**src/hdl/assert_macros.svh**
```systemverilog
// Assertion macros shared by the polyline concavity check RTL.
`ifndef ASSERT_MACROS_SVH
`define ASSERT_MACROS_SVH

// Same-cycle implication, sampled on clk, off during reset
`define PLCC_ASSERT_NOW(lbl, ante, cons, msg) \
  lbl: assert property (@(posedge clk) disable iff (rst) (ante) |-> (cons)) else $error(msg);

// Next-cycle implication, sampled on clk, off during reset
`define PLCC_ASSERT_NEXT(lbl, ante, cons, msg) \
  lbl: assert property (@(posedge clk) disable iff (rst) (ante) |=> (cons)) else $error(msg);

`endif

```
**src/hdl/plcc_pkg.sv**
```systemverilog
// Package: constants and types shared by the polyline concavity check.
`timescale 1ns / 1ps
package plcc_pkg;

  // Default coordinate width (signed, 8 fraction bits)
  localparam int COORD_WIDTH_DEF = 24;

  // Close tolerance register
  localparam int TOL_WIDTH = 23;

  // APB port geometry: 32-bit data, one register at byte address 0
  localparam int APB_DATA_WIDTH = 32;
  localparam int APB_ADDR_WIDTH = 3;
  localparam int REG_IDX_WIDTH  = APB_ADDR_WIDTH - 2;
  localparam logic [REG_IDX_WIDTH-1:0] REG_CLOSE_TOL = 1'b0;

  // Result status codes
  localparam logic STATUS_OK      = 1'b0;
  localparam logic STATUS_TOO_FEW = 1'b1;

  // Vertex counter, saturating at three
  typedef logic [1:0] vcount_t;
  localparam vcount_t CNT_ZERO = 2'd0;
  localparam vcount_t CNT_ONE  = 2'd1;
  localparam vcount_t CNT_TWO  = 2'd2;
  localparam vcount_t CNT_SAT  = 2'd3;

  // Control that travels with a vertex through the area stage
  typedef struct packed {
    logic last;     // final vertex of the polyline
    logic too_few;  // fewer than three vertices so far
    logic main_en;  // test the angle ending at this vertex
    logic wrap_en;  // figure closed: also test the wrap angle
  } plcc_ctl_t;

endpackage

```
**src/hdl/plcc_verdict.sv**
```systemverilog
// Verdict stage: sign tests, sticky concave flag and the result register.
`timescale 1ns / 1ps
`include "assert_macros.svh"
module plcc_verdict import plcc_pkg::*; #(
  parameter int COORD_WIDTH = COORD_WIDTH_DEF
) (
  input  logic                            clk,
  input  logic                            rst,
  input  logic                            valid,
  output logic                            ready,
  input  plcc_ctl_t                       ctl,
  input  logic signed [2*COORD_WIDTH+1:0] m_p1,
  input  logic signed [2*COORD_WIDTH+1:0] m_p2,
  input  logic signed [2*COORD_WIDTH+1:0] w_p1,
  input  logic signed [2*COORD_WIDTH+1:0] w_p2,
  output logic                            out_valid,
  input  logic                            out_ready,
  output logic                            is_concave,
  output logic                            status
);

  logic concave_seen;
  logic take;
  logic neg_main, neg_wrap, seen_next;

  // Negative doubled area marks a concave angle
  assign neg_main  = ctl.main_en && (m_p1 < m_p2);
  assign neg_wrap  = ctl.wrap_en && (w_p1 < w_p2);
  assign seen_next = concave_seen || neg_main || neg_wrap;

  // Only a final vertex needs the result register free
  assign ready = !ctl.last || !out_valid || out_ready;
  assign take  = valid && ready;

  always_ff @(posedge clk) begin
    if (rst) begin
      concave_seen <= 1'b0;
      out_valid    <= 1'b0;
      is_concave   <= 1'b0;
      status       <= STATUS_OK;
    end else begin
      if (take && ctl.last) begin
        out_valid    <= 1'b1;
        is_concave   <= ctl.too_few ? 1'b0 : seen_next;
        status       <= ctl.too_few ? STATUS_TOO_FEW : STATUS_OK;
        concave_seen <= 1'b0;
      end else begin
        if (out_ready) begin
          out_valid <= 1'b0;
        end
        if (take) begin
          concave_seen <= seen_next;
        end
      end
    end
  end

  `PLCC_ASSERT_NOW(a_stall_cause, valid && !ready, out_valid && !out_ready, "needless stall")
  `PLCC_ASSERT_NEXT(a_flag_restart, take && ctl.last, !concave_seen, "flag not cleared")
  `PLCC_ASSERT_NOW(a_short_flat, out_valid && (status == STATUS_TOO_FEW), !is_concave, "bad flag")

endmodule

```
**config.mk**
```make
export PLATFORM = sky130hd
export DESIGN_NAME = plcc_verdict
export DESIGN_NICKNAME = d
export VERILOG_FILES = /design/src/hdl/plcc_pkg.sv /design/src/hdl/plcc_verdict.sv
export VERILOG_INCLUDE_DIRS = /design/src /design/src/hdl
export SDC_FILE = /design/constraint.sdc
export NUM_CORES = 1
export LEC_CHECK = 0
export BUFFER_PORTS_ARGS = -buffer_cell sky130_fd_sc_hd__buf_2
export CAP_MARGIN = 40
export CELL_PAD_IN_SITES_DETAIL_PLACEMENT = 1
export CELL_PAD_IN_SITES_GLOBAL_PLACEMENT = 1
export CORE_MARGIN = 3
export CORE_UTILIZATION = 29
export DETAILED_ROUTE_END_ITERATION = 12
export PLACE_DENSITY_LB_ADDON = 0.1
export SLEW_MARGIN = 20
export SYNTH_ARGS = -nofsm -noshare
export SYNTH_HDL_FRONTEND = slang
export SYNTH_SLANG_ARGS = --single-unit
```
**constraint.sdc**
```tcl
create_clock -name clk -period 5.25 [get_ports clk]
set_input_delay 0.2625 -clock clk [delete_from_list [all_inputs] [get_ports clk]]
set_output_delay 0.2625 -clock clk [all_outputs]
set_load 0.03 [all_outputs]
```
==> results.py <==
metrics = {
    "clocking": {
        "cts_buffers": 3,
        "cts_max_path_buffers": 2,
        "cts_htree_levels": 1,
        "cts_tree": "built",
        "root_buffer": "clkbuf_8",
        "post-cts-setup-buffers": 0,
        "clock_sinks": 4,
        "ctsResizeCount": 0,
        "cts.clk_slew.worst_paths_ns": 0.03,
        "clk_latency_ns": 0.22,
        "cts_hold_buf": 0,
    },
    "logic_synthesis": {
        "syn_area_mm2": 0.00273,
        "yosys.area.top_type": "ha_1",
        "avgSynthCellArea_um2": 7.34,
        "synth_warnings": 0,
        "async_flop_share": 0,
        "synth_seq_cells": 4,
        "synth_top_area_frac": 0.449,
        "syn_inst": 372,
        "synth_area_leaders": "ha_1 (45%), inv_1 (14%), a21oi_1 (7.2%)",
        "synth_flop_cell": "dfxtp_1",
        "ys_seq_area_frac": 0.0293,
        "synth_edf_count": 0,
        "ys_types": 41,
        "synth_nets": 678,
    },
    "final_layout": {
        "area_growth_pct": 45.2,
        "regArea_um2": 80.1,
        "n_fill_cell": 1211,
        "antenna_cells": 0,
        "nets": 894,
        "final_common_cell": "buf_2",
        "multiInputGateArea_mm2": 0.00227,
        "final_util": 0.443,
        "final_cell_mix": "buf_2 (211), inv_1 (100), ha_1 (98)",
        "layout-drive-gt1-share": 0.389,
        "stdcell_area_mm2": 0.00396,
    },
    "worst_setup_path": {
        "regToRegSetupSlack_ns": 4.13,
        "startpoint_type": "input pin",
        "worst-setup-path-type": "in -> reg",
        "crit_path_end": "concave_seen$_SDFFE_PP0P_",
        "reg2reg_depth": 5,
        "critPathArrivalTime_ns": 2.27,
        "timing.rr.start": "out_valid$_SDFFE_PP0P_",
        "crit_required_ns": 5.36,
        "startpoint": "m_p2[45]",
        "crit_path_end_kind": "flop",
        "timing.rr.end": "is_concave$_SDFFE_PP0P_",
        "crit_fanout": 3,
    },
    "global_route": {
        "grt_pass1_wl_um": 14000,
        "track_usage": 0.159,
        "grt_overflow": 0,
        "grt_pass1_vias": 3372,
        "antenna_found_initial": 0,
        "grt_max_degree": 6,
    },
    "flow_run": {
        "maxCapViolations": 0,
    },
    "sta": {
        "fin_worst_skew_ns": 0.000741,
        "hold_viol_final": 0,
        "tns_ns": 0,
        "tightest_slew_ns": 0.409,
        "fmaxAchievable_ghz": 0.464,
        "setup_violations": 0,
        "fin_ws_ns": 3.09,
        "slew_headroom": 0.725,
        "drv_slew": 0,
        "rsz0062_at_grt": "false",
        "period_needed_ns": 2.16,
        "period_share": 0.411,
    },
    "route": {
        "vias": 3264,
        "first_iter_violations": 16,
        "wl_per_cell_um": 12.7,
        "wirelength_um": 8840,
        "drcViolationCount": 0,
        "viasPerCell": 4.70,
        "ant_nets": 0,
        "drt_pass1_iterations": 3,
    },
    "die": {
        "fp.dieH_um": 103,
        "io-pin-count": 212,
        "design.core.area_mm2": 0.00893,
        "dieWidth_um": 103,
        "initial_core_util": 0.305,
        "fp.dieArea_mm2": 0.0106,
        "row_count": 34,
    },
    "place": {
        "dp_hpwl_um": 8570,
        "io_buffers": 211,
        "dp_slack_ns": 2.82,
        "place.gp.congestion": 0.789,
        "placed_cell_area_mm2": 0.00392,
    },
    "power": {
        "power.density_mw_per_mm2": 91.1,
        "ir_worst_vdd_v": 0.0000405,
        "p_leak_nw": 2.54,
    },
    "outcome": {
        "status": "complete, no violations",
    },
    "worst_hold_path": {
        "hold_path_class": "in -> reg",
    },
}
## state kept, by name (all words and copies together) (netlist names)
signal,cells
out_valid,1
concave_seen,1
status,1
is_concave,1
## report_power, final
part	switching [W]	internal [W]
Clock	0.0000165	0.0000489
Sequential	0.00000111	0.0000325
Combinational	0.000123	0.000139
Total	0.000141	0.000220
## Yosys cell counts (2+ instances only)
master and instances:
a211oi_2 3, a21o_1 9, a21oi_1 39, a21oi_2 2, a221oi_1 3, and4_1 3
dfxtp_1 4, ha_1 98, inv_1 100, nand2_1 24, nand2b_1 2, nand3_1 11
nand3b_1 2, nand4_1 16, nor2_1 14, nor3_1 4, nor4_2 2, o21ai_0 12
o21ai_1 2
## logic make-up (layout without fill, tap and decap cells)
| group | Yosys count | after routing | synth area share |
|---|---|---|---|
| fa+ha+maj | 98 | 98 | 0.449 |
| buf+inv | 100 | 314 | 0.138 |
| compound gates | 84 | 84 | 0.206 |
| simple gates | 84 | 84 | 0.169 |
| mux | 2 | 2 | 0.00917 |
| flops | 4 | 4 | 0.0293 |
## worst min path at each step
stage / startpoint / to / cells after the start
3_3_place_gp: status$_SDFFE_PP0P_ / status$_SDFFE_PP0P_ / 2
2_1_floorplan: rst / concave_seen$_SDFFE_PP0P_ / 1
6_report: rst / concave_seen$_SDFFE_PP0P_ / 2
3_5_place_dp: status$_SDFFE_PP0P_ / status$_SDFFE_PP0P_ / 2
4_1_cts: rst / concave_seen$_SDFFE_PP0P_ / 2
5_1_grt: rst / concave_seen$_SDFFE_PP0P_ / 2
## routing by layer
metal	global-route usage	share of wire
met5	0	0
met2	0.323	0.53
met1	0.172	0.39
met4	0.0329	0.0093
met3	0.0223	0.074
## critical path, cell delays in order
cell and delay, ns:
buf_2 0.08, inv_1 0.03, ha_1 0.31, nand4_1 0.16, nor4_2 0.37, nand2_1 0.13, a211o_1 0.32, a21oi_2 0.16
o21ai_1 0.08, a2111oi_2 0.35
## metrics by stage
stage / power (W) / hold slack, ns / std cells
finish: 0.000361 / 0.276 / 694
global route: 0.000412 / 0.286 / 694
CTS: 0.000370 / 0.276 / 694
detailed placement: 0.000301 / 0.495 / 691
global placement: 0.000288 / 0.475 / 691
floorplan: 0.000181 / 0.331 / 372
## cell type report
type | count | share of cell area
well taps | 108 | 0.0341
inverters | 100 | 0.0948
flip-flops and latches | 4 | 0.0202
repair buffers | 211 | 0.267
clock buffers | 3 | 0.0104
multi-input cells | 268 | 0.574
No activity file was read; power rests on OpenSTA's default activity.
