**config.mk**
```make
export PLATFORM = sky130hd
export DESIGN_NAME = plcc_window
export DESIGN_NICKNAME = d
export VERILOG_FILES = /design/src/hdl/plcc_pkg.sv /design/src/hdl/plcc_window.sv
export VERILOG_INCLUDE_DIRS = /design/src /design/src/hdl
export SDC_FILE = /design/constraint.sdc
export NUM_CORES = 1
export LEC_CHECK = 0
export BUFFER_PORTS_ARGS = -buffer_cell sky130_fd_sc_hd__clkbuf_2
export CAP_MARGIN = 40
export CORE_ASPECT_RATIO = 2
export CORE_MARGIN = 1.5
export CORE_UTILIZATION = 50
export DETAILED_ROUTE_END_ITERATION = 8
export GPL_TIMING_DRIVEN = 0
export PLACE_DENSITY = 0.71
export RECOVER_POWER = 100
export SYNTH_ARGS = -nofsm -noshare
export SYNTH_HDL_FRONTEND = slang
export SYNTH_SLANG_ARGS = --single-unit
```
**constraint.sdc**
```tcl
create_clock -name clk -period 8.2 [get_ports clk]
set_clock_uncertainty 0.1 [all_clocks]
set_input_delay 0.82 -clock clk [delete_from_list [all_inputs] [get_ports clk]]
set_output_delay 0.82 -clock clk [all_outputs]
set_load 0.005 [all_outputs]
```
**src/hdl/assert_macros.svh**
```systemverilog
// Assertion macros shared by the polyline concavity check RTL.
`ifndef ASSERT_MACROS_SVH
`define ASSERT_MACROS_SVH

// Same-cycle implication, sampled on clk, off during reset
`define PLCC_ASSERT_NOW(lbl, ante, cons, msg) \
  lbl: assert property (@(posedge clk) disable iff (rst) (ante) |-> (cons)) else $error(msg);

// Next-cycle implication, sampled on clk, off during reset
`define PLCC_ASSERT_NEXT(lbl, ante, cons, msg) \
  lbl: assert property (@(posedge clk) disable iff (rst) (ante) |=> (cons)) else $error(msg);

`endif

```
**src/hdl/plcc_pkg.sv**
```systemverilog
// Package: constants and types shared by the polyline concavity check.
`timescale 1ns / 1ps
package plcc_pkg;

  // Default coordinate width (signed, 8 fraction bits)
  localparam int COORD_WIDTH_DEF = 24;

  // Close tolerance register
  localparam int TOL_WIDTH = 23;

  // APB port geometry: 32-bit data, one register at byte address 0
  localparam int APB_DATA_WIDTH = 32;
  localparam int APB_ADDR_WIDTH = 3;
  localparam int REG_IDX_WIDTH  = APB_ADDR_WIDTH - 2;
  localparam logic [REG_IDX_WIDTH-1:0] REG_CLOSE_TOL = 1'b0;

  // Result status codes
  localparam logic STATUS_OK      = 1'b0;
  localparam logic STATUS_TOO_FEW = 1'b1;

  // Vertex counter, saturating at three
  typedef logic [1:0] vcount_t;
  localparam vcount_t CNT_ZERO = 2'd0;
  localparam vcount_t CNT_ONE  = 2'd1;
  localparam vcount_t CNT_TWO  = 2'd2;
  localparam vcount_t CNT_SAT  = 2'd3;

  // Control that travels with a vertex through the area stage
  typedef struct packed {
    logic last;     // final vertex of the polyline
    logic too_few;  // fewer than three vertices so far
    logic main_en;  // test the angle ending at this vertex
    logic wrap_en;  // figure closed: also test the wrap angle
  } plcc_ctl_t;

endpackage

```
**src/hdl/plcc_window.sv**
```systemverilog
// Vertex window: first/second/older/newer vertices, counter and angle operands.
`timescale 1ns / 1ps
`include "assert_macros.svh"
module plcc_window import plcc_pkg::*; #(
  parameter int COORD_WIDTH = COORD_WIDTH_DEF
) (
  input  logic                          clk,
  input  logic                          rst,
  input  logic                          accept,
  input  logic signed [COORD_WIDTH-1:0] x_coord,
  input  logic signed [COORD_WIDTH-1:0] y_coord,
  input  logic                          last_vertex,
  input  logic        [TOL_WIDTH-1:0]   close_tolerance,
  output plcc_ctl_t                     ctl,
  output logic signed [COORD_WIDTH:0]   m_dx1,
  output logic signed [COORD_WIDTH:0]   m_dy1,
  output logic signed [COORD_WIDTH:0]   m_dx2,
  output logic signed [COORD_WIDTH:0]   m_dy2,
  output logic signed [COORD_WIDTH:0]   w_dx1,
  output logic signed [COORD_WIDTH:0]   w_dy1,
  output logic signed [COORD_WIDTH:0]   w_dx2,
  output logic signed [COORD_WIDTH:0]   w_dy2
);

  localparam int DW     = COORD_WIDTH + 1;
  localparam int CMP_W  = (DW > TOL_WIDTH) ? DW : TOL_WIDTH;

  logic signed [COORD_WIDTH-1:0] first_x, first_y, second_x, second_y;
  logic signed [COORD_WIDTH-1:0] older_x, older_y, newer_x, newer_y;
  vcount_t                       count;
  vcount_t                       count_next;

  logic signed [DW-1:0] cx, cy, fx, fy, sx, sy, ox, oy, nx, ny;
  logic signed [DW-1:0] dfx, dfy;
  logic        [DW-1:0] mag_x, mag_y;
  logic                 within_x, within_y;

  // Sign-extend everything by one bit so differences cannot overflow
  assign cx = {x_coord[COORD_WIDTH-1], x_coord};
  assign cy = {y_coord[COORD_WIDTH-1], y_coord};
  assign fx = {first_x[COORD_WIDTH-1], first_x};
  assign fy = {first_y[COORD_WIDTH-1], first_y};
  assign sx = {second_x[COORD_WIDTH-1], second_x};
  assign sy = {second_y[COORD_WIDTH-1], second_y};
  assign ox = {older_x[COORD_WIDTH-1], older_x};
  assign oy = {older_y[COORD_WIDTH-1], older_y};
  assign nx = {newer_x[COORD_WIDTH-1], newer_x};
  assign ny = {newer_y[COORD_WIDTH-1], newer_y};

  // Angle older -> newer -> incoming
  assign m_dx1 = nx - ox;
  assign m_dy2 = cy - oy;
  assign m_dx2 = cx - ox;
  assign m_dy1 = ny - oy;

  // Wrap angle newer -> incoming -> second
  assign w_dx1 = cx - nx;
  assign w_dy2 = sy - ny;
  assign w_dx2 = sx - nx;
  assign w_dy1 = cy - ny;

  // Closure test: first and incoming vertex within tolerance on both axes
  assign dfx      = fx - cx;
  assign dfy      = fy - cy;
  assign mag_x    = dfx[DW-1] ? DW'(-dfx) : DW'(dfx);
  assign mag_y    = dfy[DW-1] ? DW'(-dfy) : DW'(dfy);
  assign within_x = CMP_W'(mag_x) <= CMP_W'(close_tolerance);
  assign within_y = CMP_W'(mag_y) <= CMP_W'(close_tolerance);

  // Control for this vertex
  always_comb begin
    ctl.last    = last_vertex;
    ctl.main_en = (count >= CNT_TWO);
    ctl.too_few = (count < CNT_TWO);
    ctl.wrap_en = last_vertex && (count >= CNT_TWO) && within_x && within_y;
  end

  // Advance the counter; drop back to zero after the final vertex
  always_comb begin
    if (last_vertex) begin
      count_next = CNT_ZERO;
    end else if (count == CNT_SAT) begin
      count_next = CNT_SAT;
    end else begin
      count_next = count + CNT_ONE;
    end
  end

  always_ff @(posedge clk) begin
    if (rst) begin
      count    <= CNT_ZERO;
      first_x  <= '0;
      first_y  <= '0;
      second_x <= '0;
      second_y <= '0;
      older_x  <= '0;
      older_y  <= '0;
      newer_x  <= '0;
      newer_y  <= '0;
    end else if (accept) begin
      count <= count_next;
      case (count)
        CNT_ZERO: begin
          first_x <= x_coord;
          first_y <= y_coord;
        end
        CNT_ONE: begin
          second_x <= x_coord;
          second_y <= y_coord;
        end
        default: begin
        end
      endcase
      older_x <= newer_x;
      older_y <= newer_y;
      newer_x <= x_coord;
      newer_y <= y_coord;
    end
  end

  `PLCC_ASSERT_NEXT(a_count_restart, accept && last_vertex, count == CNT_ZERO, "count not reset")
  `PLCC_ASSERT_NOW(a_wrap_needs_main, ctl.wrap_en, ctl.last && ctl.main_en, "stray wrap test")

endmodule

```
==> results by group, run 1 <==
Critical path
  • WS Path Type: input port to output pin
  • CP Capture Point: ctl[0]
  • Origin of the critical flop-to-flop path: count[1]
  • R2R setup slack: about 5700 ps
  • Startpoint class of the critical path: input port
  • Max FO, Critical Path: 10
  • Slowest CP cell: a2111oi_2
  • CP required: 7280 ps
  • Crit path from: x_coord[0]
  • FF-to-FF path depth: 6
  • Max incr delay on CP: roughly 440 ps
  • CP arrival: just under 7000 ps
  • Worst r2r dst: first_x[7]
  • Critical path endpoint category: output pin

Final layout
  • Antenna cells: 0
  • Final cell count without fillers: 3558
  • Area Growth Syn to Fin: 13.42%
  • Nets: 3388
  • Layout cells sized above 1: 0.08917

Clocking
  • H-tree depth: 4
  • CTS tree: built
  • Post-CTS Resized: 5
  • Inserted Clock Buffers: 17
  • Worst-Skew Late Latency: about 460 ps
  • Clk slew on worst S/H paths: roughly 80 ps
  • Clock sink count: approximately 190
  • Post-CTS Setup Inserts: 0
  • CTS hold repair buffers: 0
  • CTS max path bufs: 2
  • Root buffer cell: clkbuf_16

Synthesis
  • Ys async rst share: 0
  • #FFs+latches synth: a little under 200
  • Sequential area share after synthesis: 0.1917
  • Syn_area_per_cell: around 7.5 sq um
  • Post-synthesis cell type count: between 70 and 80
  • Area fraction in compound gates after synthesis: 0.2131
  • Simple-Gate Fraction of Synth Area: 0.1998
  • Syn Inst Count: around 2.7k
  • Post-synth EDFFs: 0
  • Xor/xnor share of the synthesized area: 0.09554
  • Ys flop type: dfxtp_1
  • Post-synthesis mux area share: 0.05045
  • Synth Area in Adders: 0.1877
  • Cell Area, Synth: between 20000 and 25000 sq um
  • Yosys warns: 0
  • Combinational family with the most area after synthesis: compound AO/OA/AOI/OAI gates
  • Syn Nets: between 3k and 4k

Global routing
  • GR Util All Layers: 0.3128
  • Number of global-route vias before repair: roughly 21k
  • Largest net degree at the start of global routing: 21
  • Initial antenna violation count: 3
  • First-pass GRT wire length: just over 100 mm
  • Overflow after GRT: 0

Floorplan
  • Core Box Area: roughly 40000 sq um
  • DIE AREA: 41810 sq um
  • Die H: approximately 290 microns
  • Initial Util: 0.5055
  • Num rows: ~100
  • Num ports: roughly 280
  • Die X: around 150 microns

Placed design
  • Setup WS pre-CTS: -374.9 ps
  • Dpl cells: 3527
  • HPWL after DPL: approximately 57 mm
  • Gpl congestion: 0.9305
  • PortBufs: 277

Timing
  • Final Setup Violations: 0
  • Max Clk Rate: ~130 MHz
  • Tcrit/Tclk final: 0.9577
  • Crit path time final: a little under 8000 ps
  • Max-slew violations: 0
  • Worst slew pin tran: 948.4 ps
  • Final hold viol count: 0
  • Final worst slack: 347.1 ps
  • Relative slew slack: 0.3611
  • RSZ-0062 raised after global routing: no

Drt
  • DRC: 0
  • Drt wl/cell: around 19 microns
  • WL final: ~67 mm
  • Drt first pass iters: 6
  • First DRT Iteration DRCs: between 800 and 900
  • Antenna-violating nets left: 0
  • DR vias: 20.39k
  • DR vias/cell: between 5 and 6

Run status
  • Status: finished clean

Power and ir drop
  • Switching portion of total power: 0.4093
  • LEAKAGE: around 11 nW
  • Worst VDD drop: 0.0001715 V
  • Total power: 3.837 mW
  • Sequential share of power: 0.266
  • Psw: approximately 1.6 mW
  • Int Power: roughly 2.3 mW
  • Clock network power share: 0.246
  • Gate power share: 0.488
  • Pwr Density: ~170 nW/um^2

Worst hold path
  • HP Class: flip-flop to flip-flop

Job
  • Max-Cap Viols: 0
==> worst max-delay path, delay by kind of cell <==
kind	cells	cell delay [ps]
AOI/OAI and AO/OA	18	4120
and+or+nand+nor	3	440
adders and majority gates	3	980
buffers and inverters	3	560
==> per-stage QoR <==
| stage | instance area [sq um] | hold WS, ps | utilization | TNS (ps) |
|---|---|---|---|---|
| 6_report | 22980 | 360.7 | 0.5734 | 0 |
| 5_1_grt | 22980 | 373.4 | 0.5734 | 0 |
| 4_1_cts | 23110 | 358.0 | 0.5767 | 0 |
| 3_5_place_dp | 22420 | 346.5 | 0.5595 | -374.9 |
| 3_3_place_gp | 22310 | 342.6 | 0.5567 | -381.0 |
| 2_1_floorplan | 20260 | 336.3 | - | 0 |
==> final cells by class <==
class | count | area, sq um
fillers | 3933 | 17100
multi-input cells | 2187 | 15170
flip-flops and latches | 194 | 3884
repair buffers | 288 | 1356
inverters | 253 | 949.7
well taps | 530 | 663.1
clock buffers | 17 | 425.4
plain buffers | 74 | 299.0
clock inverters | 15 | 236.5
==> sequential cells by signal, indices dropped and copies added (netlist names) <==
name and count:
newer_x 24, older_y 24, older_x 24, second_y 24
second_x 24, first_y 24, first_x 24, count 2
newer_y 24
==> routing by layer <==
metal,share of wire,up-vias,track usage,wire length [microns]
met2,0.55,587,0.6361,37010
li1,-,10073,-,-
met4,0.086,6,0.2541,5754
met5,0.00064,-,0,43
met1,0.33,9466,0.2693,22200
met3,0.030,253,0.03217,2020
==> cells in the final DEF, fill, tap and decap left out, drive strengths merged, types with 11 or more instances in the layout <==
cell | synthesis | final
nand2b | 25 | 25
nor4 | 11 | 11
clkbuf | 50 | 352
nor2b | 38 | 38
a21boi | 16 | 16
o31ai | 17 | 17
o21a | 53 | 53
xor2 | 66 | 66
a21o | 61 | 61
and2 | 16 | 16
xnor2 | 155 | 155
nor3 | 58 | 58
dfxtp | 194 | 194
or3 | 21 | 21
buf | 25 | 26
o21bai | 20 | 20
and3 | 27 | 27
nand3 | 55 | 55
a31oi | 24 | 24
o211ai | 13 | 13
o21ai | 115 | 115
ha | 288 | 288
inv | 253 | 258
nor2 | 267 | 267
a211oi | 25 | 25
a21oi | 263 | 263
nand2 | 300 | 300
or2 | 11 | 11
mux2i | 101 | 101
nand4 | 22 | 22
==> how the worst min path moves through the flow <==
| stage | startpoint | end | depth (start not counted) |
|---|---|---|---|
| floorplan | first_x[0] | first_x[0] | 2 |
| finish | first_y[0] | first_y[0] | 2 |
| global placement | first_x[0] | first_x[0] | 2 |
| global route | first_y[0] | first_y[0] | 2 |
| CTS | first_y[0] | first_y[0] | 2 |
| detailed placement | first_y[0] | first_y[0] | 2 |
==> synth_stat cells, types with 5 or more instances <==
master     number  share of area
nand2_1       300          0.056
ha_1          288           0.18
nor2_1        267          0.049
a21oi_1       263          0.065
inv_1         253          0.047
dfxtp_1       194           0.19
xnor2_1       155          0.067
o21ai_0       108          0.027
mux2i_1       101          0.050
xor2_1         66          0.029
a21o_1         60          0.022
nor3_1         58          0.014
nand3_1        54          0.013
o21a_1         53          0.020
clkbuf_1       50         0.0093
nor2b_1        38          0.012
and3_1         27         0.0083
a211oi_1       25         0.0093
nand2b_1       25         0.0077
a31oi_1        24         0.0074
nand4_1        22         0.0068
or3_1          21         0.0065
o21bai_1       20         0.0074
buf_1          17         0.0031
o31ai_1        17         0.0063
and2_1         16         0.0049
a21boi_0       15         0.0056
o211ai_1       13         0.0048
or2_2          11         0.0034
fa_1           10         0.0099
nand3b_1        9         0.0033
nor4_1          9         0.0028
a2111oi_0       6         0.0026
buf_2           6         0.0015
o2111ai_1       6         0.0026
a31o_2          5         0.0022
a41oi_1         5         0.0022
o21ai_1         5         0.0012
o41ai_1         5         0.0022
==> power groups by stage <==
stage	Clock (mW)	Combinational, mW	Sequential, mW
final	0.942	1.87	1.02
after global routing	0.989	2.06	1.03
after CTS	0.951	1.90	1.02
after detailed placement	0	1.88	1.04
after global placement	0	1.84	1.04
after floorplan	0	1.23	1.03
==> kinds of logic (layout without fill, tap and decap cells) <==
kind of cell	count (synthesis)	after routing
AND/OR/NAND/NOR	883	883
AO/OA/AOI/OAI	683	683
buffers and inverters	328	647
adder cells (fa/ha/maj)	298	298
XOR/XNOR	221	221
flip-flops	194	194
multiplexers	102	102
No activity file was read; power rests on OpenSTA's default activity.
==> run 2: changes to the inputs <==
--- a/config.mk
+++ b/config.mk
@@ -6,7 +6,7 @@
 export SDC_FILE = /design/constraint.sdc
 export NUM_CORES = 1
 export LEC_CHECK = 0
-export BUFFER_PORTS_ARGS = -buffer_cell sky130_fd_sc_hd__clkbuf_2
+export BUFFER_PORTS_ARGS = -buffer_cell sky130_fd_sc_hd__buf_4
 export CAP_MARGIN = 40
 export CORE_ASPECT_RATIO = 2
 export CORE_MARGIN = 1.5
==> run 2 against run 1 <==
  * Critical path depth rose by 2
  * Wire length fell by 1.8%
  * Clock-buffer cell count increased by 2
==> results by group, run 2 (synthesized netlist as in run 1, its figures left out) <==
Run status
  • Status: finished clean (unchanged)

Drt
  • First DRT Iteration DRCs: 751 (was 812)
  • WL final: 65.81 mm (was 67.02 mm)
  • DRC: 0 (unchanged)
  • DR vias/cell: 5.715 (was 5.729)
  • Drt wl/cell: 18.52 microns (was 18.84 microns)
  • Drt first pass iters: 5 (was 6)
  • DR vias: 20.31k (was 20.39k)
  • Antenna-violating nets left: 0 (unchanged)

Placed design
  • Gpl congestion: 0.9328 (was 0.9305)
  • PortBufs: 277 (unchanged)
  • Setup WS pre-CTS: -375.6 ps (was -374.9 ps)
  • Dpl cells: 3523 (was 3527)
  • HPWL after DPL: 55.53 mm (was 56.64 mm)

Global routing
  • Largest net degree at the start of global routing: 19 (was 21)
  • Initial antenna violation count: 0 (was 3)
  • Overflow after GRT: 0 (unchanged)
  • GR Util All Layers: 0.3085 (was 0.3128)
  • First-pass GRT wire length: 102.0 mm (was 103.7 mm)
  • Number of global-route vias before repair: 20.68k (was 20.84k)

Worst hold path
  • HP Class: flip-flop to flip-flop (unchanged)
  • Hold_sp: second_y[3] (was first_y[0])

Timing
  • Final worst slack: 367.0 ps (was 347.1 ps)
  • Worst slew pin tran: 957.5 ps (was 948.4 ps)
  • Crit path time final: 7833 ps (was 7853 ps)
  • Tcrit/Tclk final: 0.9552 (was 0.9577)
  • Hold WS: 361.5 ps (was 360.7 ps)
  • Final Setup Violations: 0 (unchanged)
  • Final hold viol count: 0 (unchanged)
  • RSZ-0062 raised after global routing: no (unchanged)
  • Relative slew slack: 0.3616 (was 0.3611)
  • Max-slew violations: 0 (unchanged)
  • Max Clk Rate: 127.7 MHz (was 127.3 MHz)

Clocking
  • CTS tree: built (unchanged)
  • Root buffer cell: clkbuf_16 (unchanged)
  • CTS hold repair buffers: 0 (unchanged)
  • Worst-Skew Late Latency: 460 ps (about the same)
  • Post-CTS Setup Inserts: 0 (unchanged)
  • Clk slew on worst S/H paths: 80 ps (about the same)
  • Inserted Clock Buffers: 17 (unchanged)
  • CTS max path bufs: 2 (unchanged)
  • Clock sink count: 194 (unchanged)
  • H-tree depth: 4 (unchanged)

Final layout
  • Layout cells sized above 1: 0.1108 (was 0.08917)
  • Antenna cells: 0 (unchanged)
  • Area Growth Syn to Fin: 16.52% (was 13.42%)
  • Commonest non-fill, non-tap cell in the layout: nand2_1 (unchanged)
  • Final cell count without fillers: 3554 (was 3558)
  • Nets: 3384 (was 3388)
  • Most frequent cells in the layout: nand2_1, ha_1, nor2_1 (unchanged)

Floorplan
  • DIE AREA: 41810 sq um (unchanged)
  • Die X: 145.3 microns (unchanged)
  • Num rows: 104 (unchanged)
  • Die H: 287.7 microns (unchanged)
  • Initial Util: 0.5055 (unchanged)
  • Core Box Area: 40080 sq um (unchanged)
  • Num ports: 279 (unchanged)

Critical path
  • Most common cell on crit path: o21ai_1
  • Slowest CP cell: a2111oi_2 (unchanged)
  • CP arrival: 6910 ps (was 6930 ps)
  • CP required: 7280 ps (about the same)
  • Startpoint class of the critical path: input port (unchanged)
  • Max incr delay on CP: 470 ps (was 440 ps)
  • WS Path Type: input port to output pin (unchanged)
  • Crit path from: x_coord[7] (was x_coord[0])
  • Max FO, Critical Path: 10 (unchanged)
  • Critical path endpoint category: output pin (unchanged)
  • Origin of the critical flop-to-flop path: count[1] (unchanged)

Power and ir drop
  • LEAKAGE: 10.82 nW (was 10.52 nW)
  • Total power: 3.874 mW (was 3.837 mW)
  • Pwr Density: 164.1 nW/um^2 (was 167.0 nW/um^2)
  • Worst VDD drop: 0.0001649 V (was 0.0001715 V)

Job
  • Max-Cap Viols: 0 (unchanged)
run 2: cell types whose count changed in the layout (fill, tap and decap cells not counted), moves of 2 or more:
cell,previous run,this run
buf_1,14,8
buf_4,2,102
bufinv_16,3,1
clkbuf_1,142,79
clkbuf_2,193,0
clkbuf_4,0,161
clkbuf_8,0,2
clkinv_8,4,0
inv_6,0,4
inv_8,5,3
run 2: final cells by class:
type                       instances  area [sq um]
fill                            3905         16470
sequential                       194          3884
clock inverter                    13         136.4
tap                              530         663.1
clock buffer                      19         452.9
buffer                            74         299.0
multi-input combinational       2187         15160
timing repair buffer             284          2064
inverter                         253         949.7
run 2: repair_timing:
item                                    in CTS  in global routing
gates cloned                                 0                  0
endpoints found under the setup margin       1                  1
pin swaps                                    0                  0
gates resized for setup                      5                  4
run 2: per-stage QoR:
| stage | utilization | TNS [ps] | instance area [sq um] |
|---|---|---|---|
| 6_report | 0.5890 | 0 | 23610 |
| 5_1_grt | 0.5890 | 0 | 23610 |
| 4_1_cts | 0.5909 | 0 | 23680 |
| 3_5_place_dp | 0.5758 | -375.6 | 23080 |
| 3_3_place_gp | 0.5740 | -369.4 | 23000 |
| 2_1_floorplan | - | 0 | 20260 |
run 2: critical path, delay by kind of cell:
kind,cells,cell delay [ps]
and+or+nand+nor,4,500
AOI/OAI and AO/OA,18,4090
buffers and inverters,5,870
adders and majority gates,2,610
run 2: layer usage:
metal	track usage	part of all wire
met1	0.2613	0.33
met2	0.6352	0.56
met3	0.03724	0.034
met4	0.2360	0.080
met5	0	0
run 2: path summary, 6_finish.rpt:
path	to	slack (ps)	cells past startpoint
worst max-delay path	ctl[0]	370	29
worst max register to register	second_x[19]	5560	6
worst min-delay path	second_y[3]	360	2
worst min register to register	second_y[3]	360	2
run 2: report_power, final:
group | total [mW] | leakage [nW] | switching (mW) | internal [mW]
combinational | 1.98 | 8.94 | 1.08 | 0.898
sequential | 1.02 | 1.59 | 0.0354 | 0.986
clock | 0.870 | 0.287 | 0.424 | 0.446
total | 3.87 | 10.8 | 1.54 | 2.33
